## src/rtl/rtc_pkg.sv

```systemverilog
// rotor tracking controller package: field widths, codes and fixed limits
// used by rtc_div and rotor_tracking_controller; no dependencies
`default_nettype none

package rtc_pkg;

  // field widths
  localparam int unsigned POS_W  = 20;
  localparam int unsigned PER_W  = 12;
  localparam int unsigned DEG_W  = 9;
  localparam int unsigned ANG_W  = 10;
  localparam int unsigned KIND_W = 3;
  localparam int unsigned ADDR_W = 5;
  localparam int unsigned DATA_W = 32;

  // divider sweep length, one quotient bit per cycle
  localparam int unsigned DIV_STEPS = POS_W;
  localparam int unsigned DIV_CNT_W = $clog2(DIV_STEPS);

  // multiplier sweep length, one degree bit per cycle
  localparam int unsigned MUL_CNT_W = $clog2(DEG_W);

  // angle limits and tick step
  localparam logic [DEG_W-1:0] AZ_LOW_DEG   = DEG_W'(0);
  localparam logic [DEG_W-1:0] AZ_HIGH_DEG  = DEG_W'(360);
  localparam logic [DEG_W-1:0] EL_LOW_DEG   = DEG_W'(0);
  localparam logic [DEG_W-1:0] EL_HIGH_DEG  = DEG_W'(90);
  localparam logic [DEG_W-1:0] AZ_RANGE_DEG = DEG_W'(360);
  localparam logic [DEG_W-1:0] EL_RANGE_DEG = DEG_W'(90);
  localparam logic [POS_W-1:0] STEP_MS      = POS_W'(100);
  localparam logic [POS_W-1:0] POS_MAX      = {POS_W{1'b1}};
  localparam logic [ANG_W-1:0] ANG_MAX      = {ANG_W{1'b1}};

  // register reset values
  localparam logic [POS_W-1:0] AZ_TRAVEL_RST = POS_W'(60000);
  localparam logic [POS_W-1:0] EL_TRAVEL_RST = POS_W'(30000);
  localparam logic [POS_W-1:0] ERR_MIN_RST   = POS_W'(200);
  localparam logic [POS_W-1:0] ERR_MAX_RST   = POS_W'(500);
  localparam logic [PER_W-1:0] AZ_PER_RST    = PER_W'(166);
  localparam logic [PER_W-1:0] EL_PER_RST    = PER_W'(333);

  // item kinds
  typedef enum logic [KIND_W-1:0] {
    KIND_TICK    = 3'd0,
    KIND_SET_AZ  = 3'd1,
    KIND_SET_EL  = 3'd2,
    KIND_TRK_ON  = 3'd3,
    KIND_TRK_OFF = 3'd4,
    KIND_HOME    = 3'd5
  } kind_e;

  // register indexes
  typedef enum logic [2:0] {
    REG_AZ_TRAVEL  = 3'd0,
    REG_EL_TRAVEL  = 3'd1,
    REG_AZ_ERR_MIN = 3'd2,
    REG_AZ_ERR_MAX = 3'd3,
    REG_EL_ERR_MIN = 3'd4,
    REG_EL_ERR_MAX = 3'd5,
    REG_AZ_PER     = 3'd6,
    REG_EL_PER     = 3'd7
  } reg_idx_e;

  // drive states
  typedef enum logic [1:0] {
    MODE_IDLE = 2'd0,
    MODE_FWD  = 2'd1,
    MODE_REV  = 2'd2
  } mode_e;

  // divider handshake
  typedef struct packed {
    logic             done;
    logic [ANG_W-1:0] quot;
  } div_res_t;

endpackage

`default_nettype wire

```

## src/rtl/rtc_div.sv

```systemverilog
// bit-serial restoring divider: position over per-degree, saturated angle
// depends on rtc_pkg
`default_nettype none

module rtc_div (
  input  wire                      clk_i,
  input  wire                      rst_ni,
  input  wire                      start_i,
  input  wire [rtc_pkg::POS_W-1:0] dividend_i,
  input  wire [rtc_pkg::PER_W-1:0] divisor_i,
  output rtc_pkg::div_res_t        res_o
);
  import rtc_pkg::*;

  logic                 busy_q;
  logic [DIV_CNT_W-1:0] cnt_q;
  logic [POS_W-1:0]     dvd_q;
  logic [PER_W-1:0]     dvs_q;
  logic [PER_W-1:0]     rem_q;
  logic [ANG_W-1:0]     quo_q;
  logic                 ovf_q;
  logic                 done_q;

  logic [PER_W:0]       trial;
  logic [PER_W:0]       diff;
  logic                 qbit;

  // one trial subtract per cycle
  assign trial = {rem_q, dvd_q[POS_W-1]};
  assign diff  = trial - {1'b0, dvs_q};
  assign qbit  = trial >= {1'b0, dvs_q};

  always_ff @(posedge clk_i or negedge rst_ni) begin
    if (!rst_ni) begin
      busy_q <= 1'b0;
      done_q <= 1'b0;
      cnt_q  <= '0;
    end else begin
      done_q <= 1'b0;
      if (start_i) begin
        busy_q <= 1'b1;
        cnt_q  <= DIV_CNT_W'(DIV_STEPS - 1);
      end else if (busy_q) begin
        cnt_q <= cnt_q - DIV_CNT_W'(1);
        if (cnt_q == '0) begin
          busy_q <= 1'b0;
          done_q <= 1'b1;
        end
      end
    end
  end

  // shift datapath, no reset needed
  always_ff @(posedge clk_i) begin
    if (start_i) begin
      dvd_q <= dividend_i;
      dvs_q <= divisor_i;
      rem_q <= '0;
      quo_q <= '0;
      ovf_q <= 1'b0;
    end else if (busy_q) begin
      dvd_q <= {dvd_q[POS_W-2:0], 1'b0};
      rem_q <= qbit ? diff[PER_W-1:0] : trial[PER_W-1:0];
      quo_q <= {quo_q[ANG_W-2:0], qbit};
      ovf_q <= ovf_q | quo_q[ANG_W-1];
    end
  end

  assign res_o.done = done_q;
  assign res_o.quot = ovf_q ? ANG_MAX : quo_q;

endmodule

`default_nettype wire

```

## src/rtl/rotor_tracking_controller.sv

```systemverilog
// two-axis rotor tracking controller, top level
// depends on rtc_pkg and rtc_div
//
// Each accepted item updates the dead-reckoning positions, goals and drive
// states, then yields one result with both drive states, both positions and
// both whole-degree angles. The angles come from one shared bit-serial
// divider, and a target goal comes from a bit-serial shift-add multiplier.
// A new item is taken once the previous one has finished computing, even
// if its result is still waiting in the output register; a result that is
// still stalled holds the next item in its final state, S_DONE. Registers
// sit on an APB port with pready tied high; write them only while no item
// is in flight.
`default_nettype none

module rotor_tracking_controller (
  input  wire                        clk_i,
  input  wire                        rst_ni,
  // item input
  input  wire                        in_valid_i,
  output logic                       in_stall_o,
  input  wire [rtc_pkg::KIND_W-1:0]  kind_i,
  input  wire [rtc_pkg::DEG_W-1:0]   degrees_i,
  // result output
  output logic                       out_valid_o,
  input  wire                        out_stall_i,
  output logic [1:0]                 az_drive_o,
  output logic [1:0]                 el_drive_o,
  output logic [rtc_pkg::POS_W-1:0]  az_position_o,
  output logic [rtc_pkg::POS_W-1:0]  el_position_o,
  output logic [rtc_pkg::ANG_W-1:0]  az_angle_o,
  output logic [rtc_pkg::ANG_W-1:0]  el_angle_o,
  // register port
  input  wire                        psel,
  input  wire                        penable,
  input  wire                        pwrite,
  input  wire [rtc_pkg::ADDR_W-1:0]  paddr,
  input  wire [rtc_pkg::DATA_W-1:0]  pwdata,
  output logic [rtc_pkg::DATA_W-1:0] prdata,
  output logic                       pready
);
  import rtc_pkg::*;

  typedef enum logic [3:0] {
    S_IDLE,
    S_EXEC,
    S_MUL,
    S_DRIVE,
    S_DIV_AZ_GO,
    S_DIV_AZ_WAIT,
    S_DIV_EL_GO,
    S_DIV_EL_WAIT,
    S_DONE
  } state_e;

  // configuration registers
  logic [POS_W-1:0] az_travel_q, el_travel_q;
  logic [POS_W-1:0] az_err_min_q, az_err_max_q, el_err_min_q, el_err_max_q;
  logic [PER_W-1:0] az_per_q, el_per_q;

  // controller state
  state_e           state_q;
  kind_e            kind_q;
  logic [DEG_W-1:0] deg_q;
  logic [POS_W-1:0] az_est_q, el_est_q, az_goal_q, el_goal_q;
  mode_e            az_mode_q, el_mode_q;
  logic             track_q;
  logic             mul_el_q;
  logic [MUL_CNT_W-1:0] mul_cnt_q;
  logic [DEG_W-1:0] mul_deg_q;
  logic [PER_W-1:0] mul_per_q;
  logic [POS_W:0]   mul_acc_q;
  logic [ANG_W-1:0] az_ang_q;
  logic             out_valid_q;
  logic [1:0]       az_drive_q, el_drive_q;
  logic [POS_W-1:0] az_pos_q, el_pos_q;
  logic [ANG_W-1:0] az_ang_out_q, el_ang_out_q;
  logic [ANG_W-1:0] el_ang_shadow_q;

  logic [2:0]       reg_idx;
  logic             cfg_wr;
  logic             in_acc;
  logic             out_free;
  logic             div_start;
  logic [POS_W-1:0] div_dvd;
  logic [PER_W-1:0] div_dvs;
  div_res_t         div_res;
  logic [DEG_W-1:0] az_deg_cl, el_deg_cl;
  logic [POS_W:0]   mul_acc_d;

  // one tick of dead reckoning
  function automatic logic [POS_W-1:0] move_pos(
    input logic [POS_W-1:0] pos,
    input mode_e            mode,
    input logic [POS_W-1:0] top
  );
    logic [POS_W:0] sum;
    logic [POS_W-1:0] res;
    sum = {1'b0, pos} + {1'b0, STEP_MS};
    res = pos;
    if (mode == MODE_FWD && pos < top) begin
      res = (sum > {1'b0, top}) ? top : sum[POS_W-1:0];
    end else if (mode == MODE_REV && pos != '0) begin
      res = (pos < STEP_MS) ? '0 : pos - STEP_MS;
    end
    return res;
  endfunction

  // hysteresis drive machine, never reverses without passing idle
  function automatic mode_e drive_next(
    input mode_e            mode,
    input logic [POS_W-1:0] pos,
    input logic [POS_W-1:0] goal,
    input logic [POS_W-1:0] emin,
    input logic [POS_W-1:0] emax
  );
    logic [POS_W:0] pos_min, pos_max, goal_min, goal_max;
    mode_e          res;
    pos_min  = {1'b0, pos} + {1'b0, emin};
    pos_max  = {1'b0, pos} + {1'b0, emax};
    goal_min = {1'b0, goal} + {1'b0, emin};
    goal_max = {1'b0, goal} + {1'b0, emax};
    res = mode;
    if ({1'b0, goal} > pos_min) begin
      if (mode == MODE_IDLE) begin
        if ({1'b0, goal} > pos_max) res = MODE_FWD;
      end else if (mode == MODE_REV) begin
        res = MODE_IDLE;
      end
    end else if (goal_min < {1'b0, pos}) begin
      if (mode == MODE_IDLE) begin
        if (goal_max < {1'b0, pos}) res = MODE_REV;
      end else if (mode == MODE_FWD) begin
        res = MODE_IDLE;
      end
    end else begin
      res = MODE_IDLE;
    end
    return res;
  endfunction

  // register port
  assign reg_idx = paddr[ADDR_W-1:2];
  assign cfg_wr  = psel & penable & pwrite;
  assign pready  = 1'b1;

  always_ff @(posedge clk_i or negedge rst_ni) begin
    if (!rst_ni) begin
      az_travel_q  <= AZ_TRAVEL_RST;
      el_travel_q  <= EL_TRAVEL_RST;
      az_err_min_q <= ERR_MIN_RST;
      az_err_max_q <= ERR_MAX_RST;
      el_err_min_q <= ERR_MIN_RST;
      el_err_max_q <= ERR_MAX_RST;
      az_per_q     <= AZ_PER_RST;
      el_per_q     <= EL_PER_RST;
    end else if (cfg_wr) begin
      unique case (reg_idx_e'(reg_idx))
        REG_AZ_TRAVEL:  az_travel_q  <= pwdata[POS_W-1:0];
        REG_EL_TRAVEL:  el_travel_q  <= pwdata[POS_W-1:0];
        REG_AZ_ERR_MIN: az_err_min_q <= pwdata[POS_W-1:0];
        REG_AZ_ERR_MAX: az_err_max_q <= pwdata[POS_W-1:0];
        REG_EL_ERR_MIN: el_err_min_q <= pwdata[POS_W-1:0];
        REG_EL_ERR_MAX: el_err_max_q <= pwdata[POS_W-1:0];
        REG_AZ_PER:     az_per_q     <= pwdata[PER_W-1:0];
        REG_EL_PER:     el_per_q     <= pwdata[PER_W-1:0];
        default: ;
      endcase
    end
  end

  // register readback
  always_comb begin
    unique case (reg_idx_e'(reg_idx))
      REG_AZ_TRAVEL:  prdata = DATA_W'(az_travel_q);
      REG_EL_TRAVEL:  prdata = DATA_W'(el_travel_q);
      REG_AZ_ERR_MIN: prdata = DATA_W'(az_err_min_q);
      REG_AZ_ERR_MAX: prdata = DATA_W'(az_err_max_q);
      REG_EL_ERR_MIN: prdata = DATA_W'(el_err_min_q);
      REG_EL_ERR_MAX: prdata = DATA_W'(el_err_max_q);
      REG_AZ_PER:     prdata = DATA_W'(az_per_q);
      REG_EL_PER:     prdata = DATA_W'(el_per_q);
      default:        prdata = '0;
    endcase
  end

  // handshakes
  assign in_stall_o = (state_q != S_IDLE);
  assign in_acc     = in_valid_i & ~in_stall_o;
  assign out_free   = ~out_valid_q | ~out_stall_i;

  // target clamping to the angle limits
  always_comb begin
    priority if (deg_q < AZ_LOW_DEG) az_deg_cl = AZ_LOW_DEG;
    else if (deg_q > AZ_HIGH_DEG)    az_deg_cl = AZ_HIGH_DEG;
    else                             az_deg_cl = deg_q;
    priority if (deg_q < EL_LOW_DEG) el_deg_cl = EL_LOW_DEG;
    else if (deg_q > EL_HIGH_DEG)    el_deg_cl = EL_HIGH_DEG;
    else                             el_deg_cl = deg_q;
  end

  // shift-add multiplier step, degree msb first
  assign mul_acc_d = {mul_acc_q[POS_W-1:0], 1'b0}
                   + (mul_deg_q[DEG_W-1] ? (POS_W+1)'(mul_per_q) : '0);

  // shared divider
  assign div_start = (state_q == S_DIV_AZ_GO) | (state_q == S_DIV_EL_GO);
  assign div_dvd   = (state_q == S_DIV_EL_GO) ? el_est_q : az_est_q;
  assign div_dvs   = (state_q == S_DIV_EL_GO) ? el_per_q : az_per_q;

  rtc_div u_div (
    .clk_i      (clk_i),
    .rst_ni     (rst_ni),
    .start_i    (div_start),
    .dividend_i (div_dvd),
    .divisor_i  (div_dvs),
    .res_o      (div_res)
  );

  // item sequencer, axis state and result register
  always_ff @(posedge clk_i or negedge rst_ni) begin
    if (!rst_ni) begin
      state_q      <= S_IDLE;
      kind_q       <= KIND_TICK;
      deg_q        <= '0;
      az_est_q     <= '0;
      el_est_q     <= '0;
      az_goal_q    <= '0;
      el_goal_q    <= '0;
      az_mode_q    <= MODE_IDLE;
      el_mode_q    <= MODE_IDLE;
      track_q      <= 1'b0;
      mul_el_q     <= 1'b0;
      mul_cnt_q    <= '0;
      mul_deg_q    <= '0;
      mul_per_q    <= '0;
      mul_acc_q    <= '0;
      az_ang_q     <= '0;
      out_valid_q  <= 1'b0;
      az_drive_q   <= '0;
      el_drive_q   <= '0;
      az_pos_q     <= '0;
      el_pos_q     <= '0;
      az_ang_out_q <= '0;
      el_ang_out_q <= '0;
    end else begin
      // result taken and no new one handed over this cycle
      if (out_valid_q && !out_stall_i && state_q != S_DONE) out_valid_q <= 1'b0;

      unique case (state_q)
        S_IDLE: begin
          if (in_acc) begin
            kind_q  <= kind_e'(kind_i);
            deg_q   <= degrees_i;
            state_q <= S_EXEC;
          end
        end

        // apply the item
        S_EXEC: begin
          state_q <= S_DIV_AZ_GO;
          unique case (kind_q)
            KIND_TICK: begin
              az_est_q <= move_pos(az_est_q, az_mode_q, az_travel_q);
              el_est_q <= move_pos(el_est_q, el_mode_q, el_travel_q);
              if (track_q) state_q <= S_DRIVE;
            end
            KIND_SET_AZ: begin
              if (deg_q <= AZ_RANGE_DEG) begin
                mul_el_q  <= 1'b0;
                mul_deg_q <= az_deg_cl;
                mul_per_q <= az_per_q;
                mul_acc_q <= '0;
                mul_cnt_q <= MUL_CNT_W'(DEG_W - 1);
                state_q   <= S_MUL;
              end
            end
            KIND_SET_EL: begin
              if (deg_q <= EL_RANGE_DEG) begin
                mul_el_q  <= 1'b1;
                mul_deg_q <= el_deg_cl;
                mul_per_q <= el_per_q;
                mul_acc_q <= '0;
                mul_cnt_q <= MUL_CNT_W'(DEG_W - 1);
                state_q   <= S_MUL;
              end
            end
            KIND_TRK_ON:  track_q <= 1'b1;
            KIND_TRK_OFF: track_q <= 1'b0;
            KIND_HOME: begin
              track_q   <= 1'b0;
              az_est_q  <= '0;
              az_goal_q <= '0;
              el_est_q  <= el_travel_q;
              el_goal_q <= el_travel_q;
              az_mode_q <= MODE_IDLE;
              el_mode_q <= MODE_IDLE;
            end
            default: ;
          endcase
        end

        // goal multiply, saturated to the position width
        S_MUL: begin
          mul_acc_q <= mul_acc_d;
          mul_deg_q <= {mul_deg_q[DEG_W-2:0], 1'b0};
          mul_cnt_q <= mul_cnt_q - MUL_CNT_W'(1);
          if (mul_cnt_q == '0) begin
            if (mul_el_q) begin
              el_goal_q <= mul_acc_d[POS_W] ? POS_MAX : mul_acc_d[POS_W-1:0];
            end else begin
              az_goal_q <= mul_acc_d[POS_W] ? POS_MAX : mul_acc_d[POS_W-1:0];
            end
            state_q <= S_DIV_AZ_GO;
          end
        end

        // deadband decision on the moved positions
        S_DRIVE: begin
          az_mode_q <= drive_next(az_mode_q, az_est_q, az_goal_q,
                                  az_err_min_q, az_err_max_q);
          el_mode_q <= drive_next(el_mode_q, el_est_q, el_goal_q,
                                  el_err_min_q, el_err_max_q);
          state_q   <= S_DIV_AZ_GO;
        end

        S_DIV_AZ_GO: state_q <= S_DIV_AZ_WAIT;

        S_DIV_AZ_WAIT: begin
          if (div_res.done) begin
            az_ang_q <= div_res.quot;
            state_q  <= S_DIV_EL_GO;
          end
        end

        S_DIV_EL_GO: state_q <= S_DIV_EL_WAIT;

        S_DIV_EL_WAIT: begin
          if (div_res.done) begin
            el_ang_out_q <= div_res.quot;
            state_q      <= S_DONE;
          end
        end

        // hand the result over once the output register is free
        S_DONE: begin
          if (out_free) begin
            out_valid_q  <= 1'b1;
            az_drive_q   <= az_mode_q;
            el_drive_q   <= el_mode_q;
            az_pos_q     <= az_est_q;
            el_pos_q     <= el_est_q;
            az_ang_out_q <= az_ang_q;
            state_q      <= S_IDLE;
          end
        end

        default: state_q <= S_IDLE;
      endcase
    end
  end

  assign out_valid_o   = out_valid_q;
  assign az_drive_o    = az_drive_q;
  assign el_drive_o    = el_drive_q;
  assign az_position_o = az_pos_q;
  assign el_position_o = el_pos_q;
  assign az_angle_o    = az_ang_out_q;
  // elevation angle lands while the previous result may still be stalled,
  // so it is staged with the rest of the result in S_DONE
  assign el_angle_o    = el_ang_shadow_q;

  // elevation angle staged with the rest of the result
  always_ff @(posedge clk_i or negedge rst_ni) begin
    if (!rst_ni) begin
      el_ang_shadow_q <= '0;
    end else if (state_q == S_DONE && out_free) begin
      el_ang_shadow_q <= el_ang_out_q;
    end
  end

  // azimuth drive never goes from forward straight to reverse
  a_az_no_flip: assert property (@(posedge clk_i) disable iff (!rst_ni)
    ($past(az_mode_q) == MODE_FWD) |-> (az_mode_q != MODE_REV))
    else $error("azimuth drive reversed without idle");

  // elevation drive never goes from reverse straight to forward
  a_el_no_flip: assert property (@(posedge clk_i) disable iff (!rst_ni)
    ($past(el_mode_q) == MODE_REV) |-> (el_mode_q != MODE_FWD))
    else $error("elevation drive reversed without idle");

  // divider only finishes while the sequencer waits for it
  a_div_done: assert property (@(posedge clk_i) disable iff (!rst_ni)
    div_res.done |-> (state_q == S_DIV_AZ_WAIT || state_q == S_DIV_EL_WAIT))
    else $error("divider finished outside a wait state");

endmodule

`default_nettype wire
```

## config.mk

```make
export PLATFORM = sky130hd
export DESIGN_NAME = rotor_tracking_controller
export DESIGN_NICKNAME = d
export VERILOG_FILES = /design/src/rtl/rtc_pkg.sv /design/src/rtl/rtc_div.sv /design/src/rtl/rotor_tracking_controller.sv
export SDC_FILE = /design/constraint.sdc
export NUM_CORES = 2
export LEC_CHECK = 0
export BUFFER_PORTS_ARGS = -buffer_cell sky130_fd_sc_hd__clkbuf_2
export CORE_MARGIN = 5
export CORE_UTILIZATION = 35
export CTS_BUF_LIST = sky130_fd_sc_hd__clkbuf_16
export CTS_CLUSTER_DIAMETER = 50
export DETAILED_ROUTE_END_ITERATION = 8
export SYNTH_ARGS = -nofsm -noshare
export SYNTH_HDL_FRONTEND = slang
export SYNTH_SLANG_ARGS = --single-unit
```

## constraint.sdc

```tcl
create_clock -name clk_i -period 9.9 [get_ports clk_i]
set_input_delay 1.98 -clock clk_i [delete_from_list [all_inputs] [get_ports clk_i]]
set_output_delay 1.98 -clock clk_i [all_outputs]
set_load 0.01 [all_outputs]
```

==> summary.md <==
| Metric | Value |
|---|---|
| Run status | completed |
| Number of flops mapped to enable cells by yosys | 32 |
| Final worst path period need | 6.576 ns |
| Worst Hold Depth | 2 |
| Full die area | 104200 µm² |
| Clk slew on worst S/H paths | 0.05 ns |
| Max Root-Sink Buffers | 3 |
| Via count | 29970 |
| WL met1 | 53170 µm |
| Total CTS buffers | 66 |
| Final wirelength | 125200 µm |
| Most frequent cell after synthesis | ha_1 |
| Async set or reset register ratio after synthesis | 0.8744 |
| Initial DRT Pass Iterations | 6 |
| Peak supply drop | 0.2996 mV |
| Initial DRC count | 2992 |
| Max incr delay on CP | 0.63 ns |
| Share of cells above drive strength 1 | 0.1472 |
| Hold worst-path end | az_ang_q[3] |
| Slew headroom | 0.06060 |
| Period utilisation layout | 0.6643 |
| Largest net degree at the start of global routing | 159 |
| Final net count | 4344 |
| Max Cap Viol | 0 |
| Kind of end point of the critical path | output port |
| Crit Path Category | in2out |
| Length of routed met2 wiring | 53850 µm |
| Sequential area share after synthesis | 0.3227 |
| Hold-fix buffer count after cts | 0 |
| Initial Utilization | 0.3532 |
| H-tree depth | 3 |
| Met3 routed WL | 11880 µm |
| Die H | 322.9 µm |
| Post-synth top flop | dfrtp_1 |
| Post-CTS Setup Bufs | 0 |
| DRC violations left | 0 |
| Initial antenna violation count | 20 |
| Routed Antenna Nets | 0 |
| Synthesized flop and latch total | 438 |
| Cells after Synth | 3752 |
| Worst R2R Setup Slack | 3.74 ns |
| FF-to-FF path depth | 19 |
| Routed vias/inst | 5.775 |
| RePlAce Congestion | 0.9690 |
| Post-Layout Inst Area | 38530 µm² |
| Launch point of the worst reg-to-reg path | az_est_q[1] |
| PwrDens | 294.1 nW/µm² |
| Worst Path Buf+Inv | 4 |
| Core area | 96990 µm² |
| FMAX | 152.1 MHz |
| Overall Global Routing Usage | 0.2344 |
| Setup ws final | 3.324 ns |
| LEAKAGE | 18.09 nW |
| Slowest-stage cell, CP | nor2_1 |
| Clock Latency Late Sink | 0.64 ns |
| CTS tree | done |
| Area of the multi-input gates | 21970 µm² |
| Drt wl/cell | 24.12 µm |
| Worst setup SP type | primary input |
| Total power | 11.33 mW |
| Synth warn | 0 |
| First-pass GRT wire length | 184400 µm |
| Worst-Margin Slew | 1.401 ns |
| FF-to-FF End | az_mode_q[0] |
| RSZ-0062 raised after global routing | false |
| Cells along the critical path | clkbuf_2 -> buf_4 -> inv_1 -> nor2_1 -> a21oi_1 -> o22ai_1 -> clkbuf_2 |
| Total congestion overflow | 0 |
| Yosys top cell area share | 0.2498 |
| Final setup violation count | 0 |
| Clk root buf | clkbuf_16 |
| Row count | 114 |
| Synth top area cells | dfrtp_1 (25%), ha_1 (16%), mux2_2 (6.1%), o21ai_0 (4.7%), a21oi_1 (3.8%) |
| Final Skew | 0.04137 ns |
| Worst min path class | reg2reg |
| Post-synth top cells | ha_1 (425), dfrtp_1 (342), o21ai_0 (322) |
| Mapped Area | 34260 µm² |
| Area post-placement | 36250 µm² |
| Post-cts sizing count | 0 |
| Num ports | 155 |
| Filler cell count in the final layout | 9694 |
| Top layer in use | met5 |
| HP Start | az_ang_q[3] |
| Storage cell area | 11060 µm² |
| Mean post-synth cell area | 9.132 µm² |
| Biggest area consumer among synthesized cells | dfrtp_1 |
| Final Slew Violations | 0 |
| CTS Sinks | 438 |
| Placement Setup Slack | 3.466 ns |
| DPL Wire Length | 97170 µm |
| Post-synth cell types | 100 |
| Worst path required time | 7.92 ns |
| Crit path top cell by count | clkbuf_2 |
| Layout area overhead | 12.45% |
| Setup tns final | 0 ns |
| Die Width | 322.9 µm |
| Worst Path Arrival | 4.60 ns |
| Vias in the first global route | 28430 |
| Final core utilization | 0.3972 |
| I/O Buffers | 127 |
| Crit path max-delay family | buffers and inverters |
| Final Hold Fails | 0 |
| Worst-path fanout max | 50 |
-- cell type report --
cell class,instances,share of cell area
multi-input cells,3008,0.5702
flip-flops and latches,438,0.2870
clock buffers,66,0.04287
well taps,1276,0.04144
repair buffers,172,0.02585
inverters,167,0.01627
clock inverters,54,0.01575
diodes,9,0.0005846
-- through the flow --
| step | hold WS (ns) | instances |
|---|---|---|
| 6_report | 0.4722 | 5190 |
| 5_1_grt | 0.4999 | 5183 |
| 4_1_cts | 0.4793 | 5181 |
| 3_5_place_dp | 0.4666 | 5061 |
| 3_3_place_gp | 0.4595 | 5061 |
| 2_1_floorplan | 0.4418 | 3763 |
-- cell families (layout without fill, tap and decap cells) --
group                    count (synthesis)  count (layout)  synth area share
AO/OA/AOI/OAI                         1074            1074            0.1987
AND/OR/NAND/NOR                       1023            1023            0.1410
flip-flops                             438             438            0.3227
adder cells (fa/ha/maj)                435             435            0.1610
buffers and inverters                  317             459           0.03864
multiplexers                           269             269           0.08805
XOR/XNOR                               194             194           0.04959
other                                    2              22         0.0002192
-- flip-flops by register name (all words and copies together), names as in the netlist, 20 cells and up --
| signal | count |
|---|---|
| az_travel_q | 20 |
| el_err_max_q | 20 |
| u_div.dvd_q | 20 |
| el_position_o | 20 |
| el_travel_q | 20 |
| mul_acc_q | 20 |
| el_goal_q | 20 |
| az_err_min_q | 20 |
| az_err_max_q | 20 |
| el_est_q | 20 |
| el_err_min_q | 20 |
| az_goal_q | 20 |
| az_est_q | 20 |
| az_position_o | 20 |
-- worst reg2reg max path, delay by kind of cell (launching register included) --
family	cells	cell delay (ns)
compound gates	14	4.26
xor+xnor	1	0.14
fa+ha+maj	2	0.55
flops	1	0.68
simple gates	2	0.46
-- power by group --
part | internal [mW] | leakage (nW) | switching, mW | total (mW)
registers | 2.30 | 5.46 | 0.714 | 3.01
clock network | 1.42 | 1.09 | 0.979 | 2.40
logic | 2.41 | 11.5 | 3.51 | 5.92
total | 6.13 | 18.1 | 5.20 | 11.3
-- cell usage in the layout, fill, tap and decap left out, drive strengths merged, types with 42 or more instances in the layout --
master	count
a31oi	47
nand3	89
o21ai	329
inv	185
nor2b	42
xor2	67
nand4	47
buf	46
nand2	321
dfrtp	342
nand2b	47
ha	425
a21o	122
xnor2	127
nor3	79
mux2	189
mux2i	73
nor2	258
clkbuf	192
a21oi	258
-- layer usage --
layer / track usage / vias up
met3: 0.05981 / 312
met2: 0.3574 / 1257
li1: - / 13980
met5: 0 / -
met1: 0.3170 / 14410
met4: 0.09959 / 14
-- worst max path at each step --
| stage | from | end | slack, ns | depth (start not counted) |
|---|---|---|---|---|
| 2_1_floorplan | paddr[2] | prdata[8] | 4.27 | 8 |
| 4_1_cts | paddr[3] | prdata[18] | 3.46 | 7 |
| 3_3_place_gp | paddr[3] | prdata[17] | 3.46 | 7 |
| 3_5_place_dp | paddr[3] | prdata[18] | 3.47 | 7 |
| 5_1_grt | paddr[3] | prdata[17] | 3.27 | 7 |
| 6_report | paddr[3] | prdata[17] | 3.32 | 7 |
(Power assumes the default switching activity.)
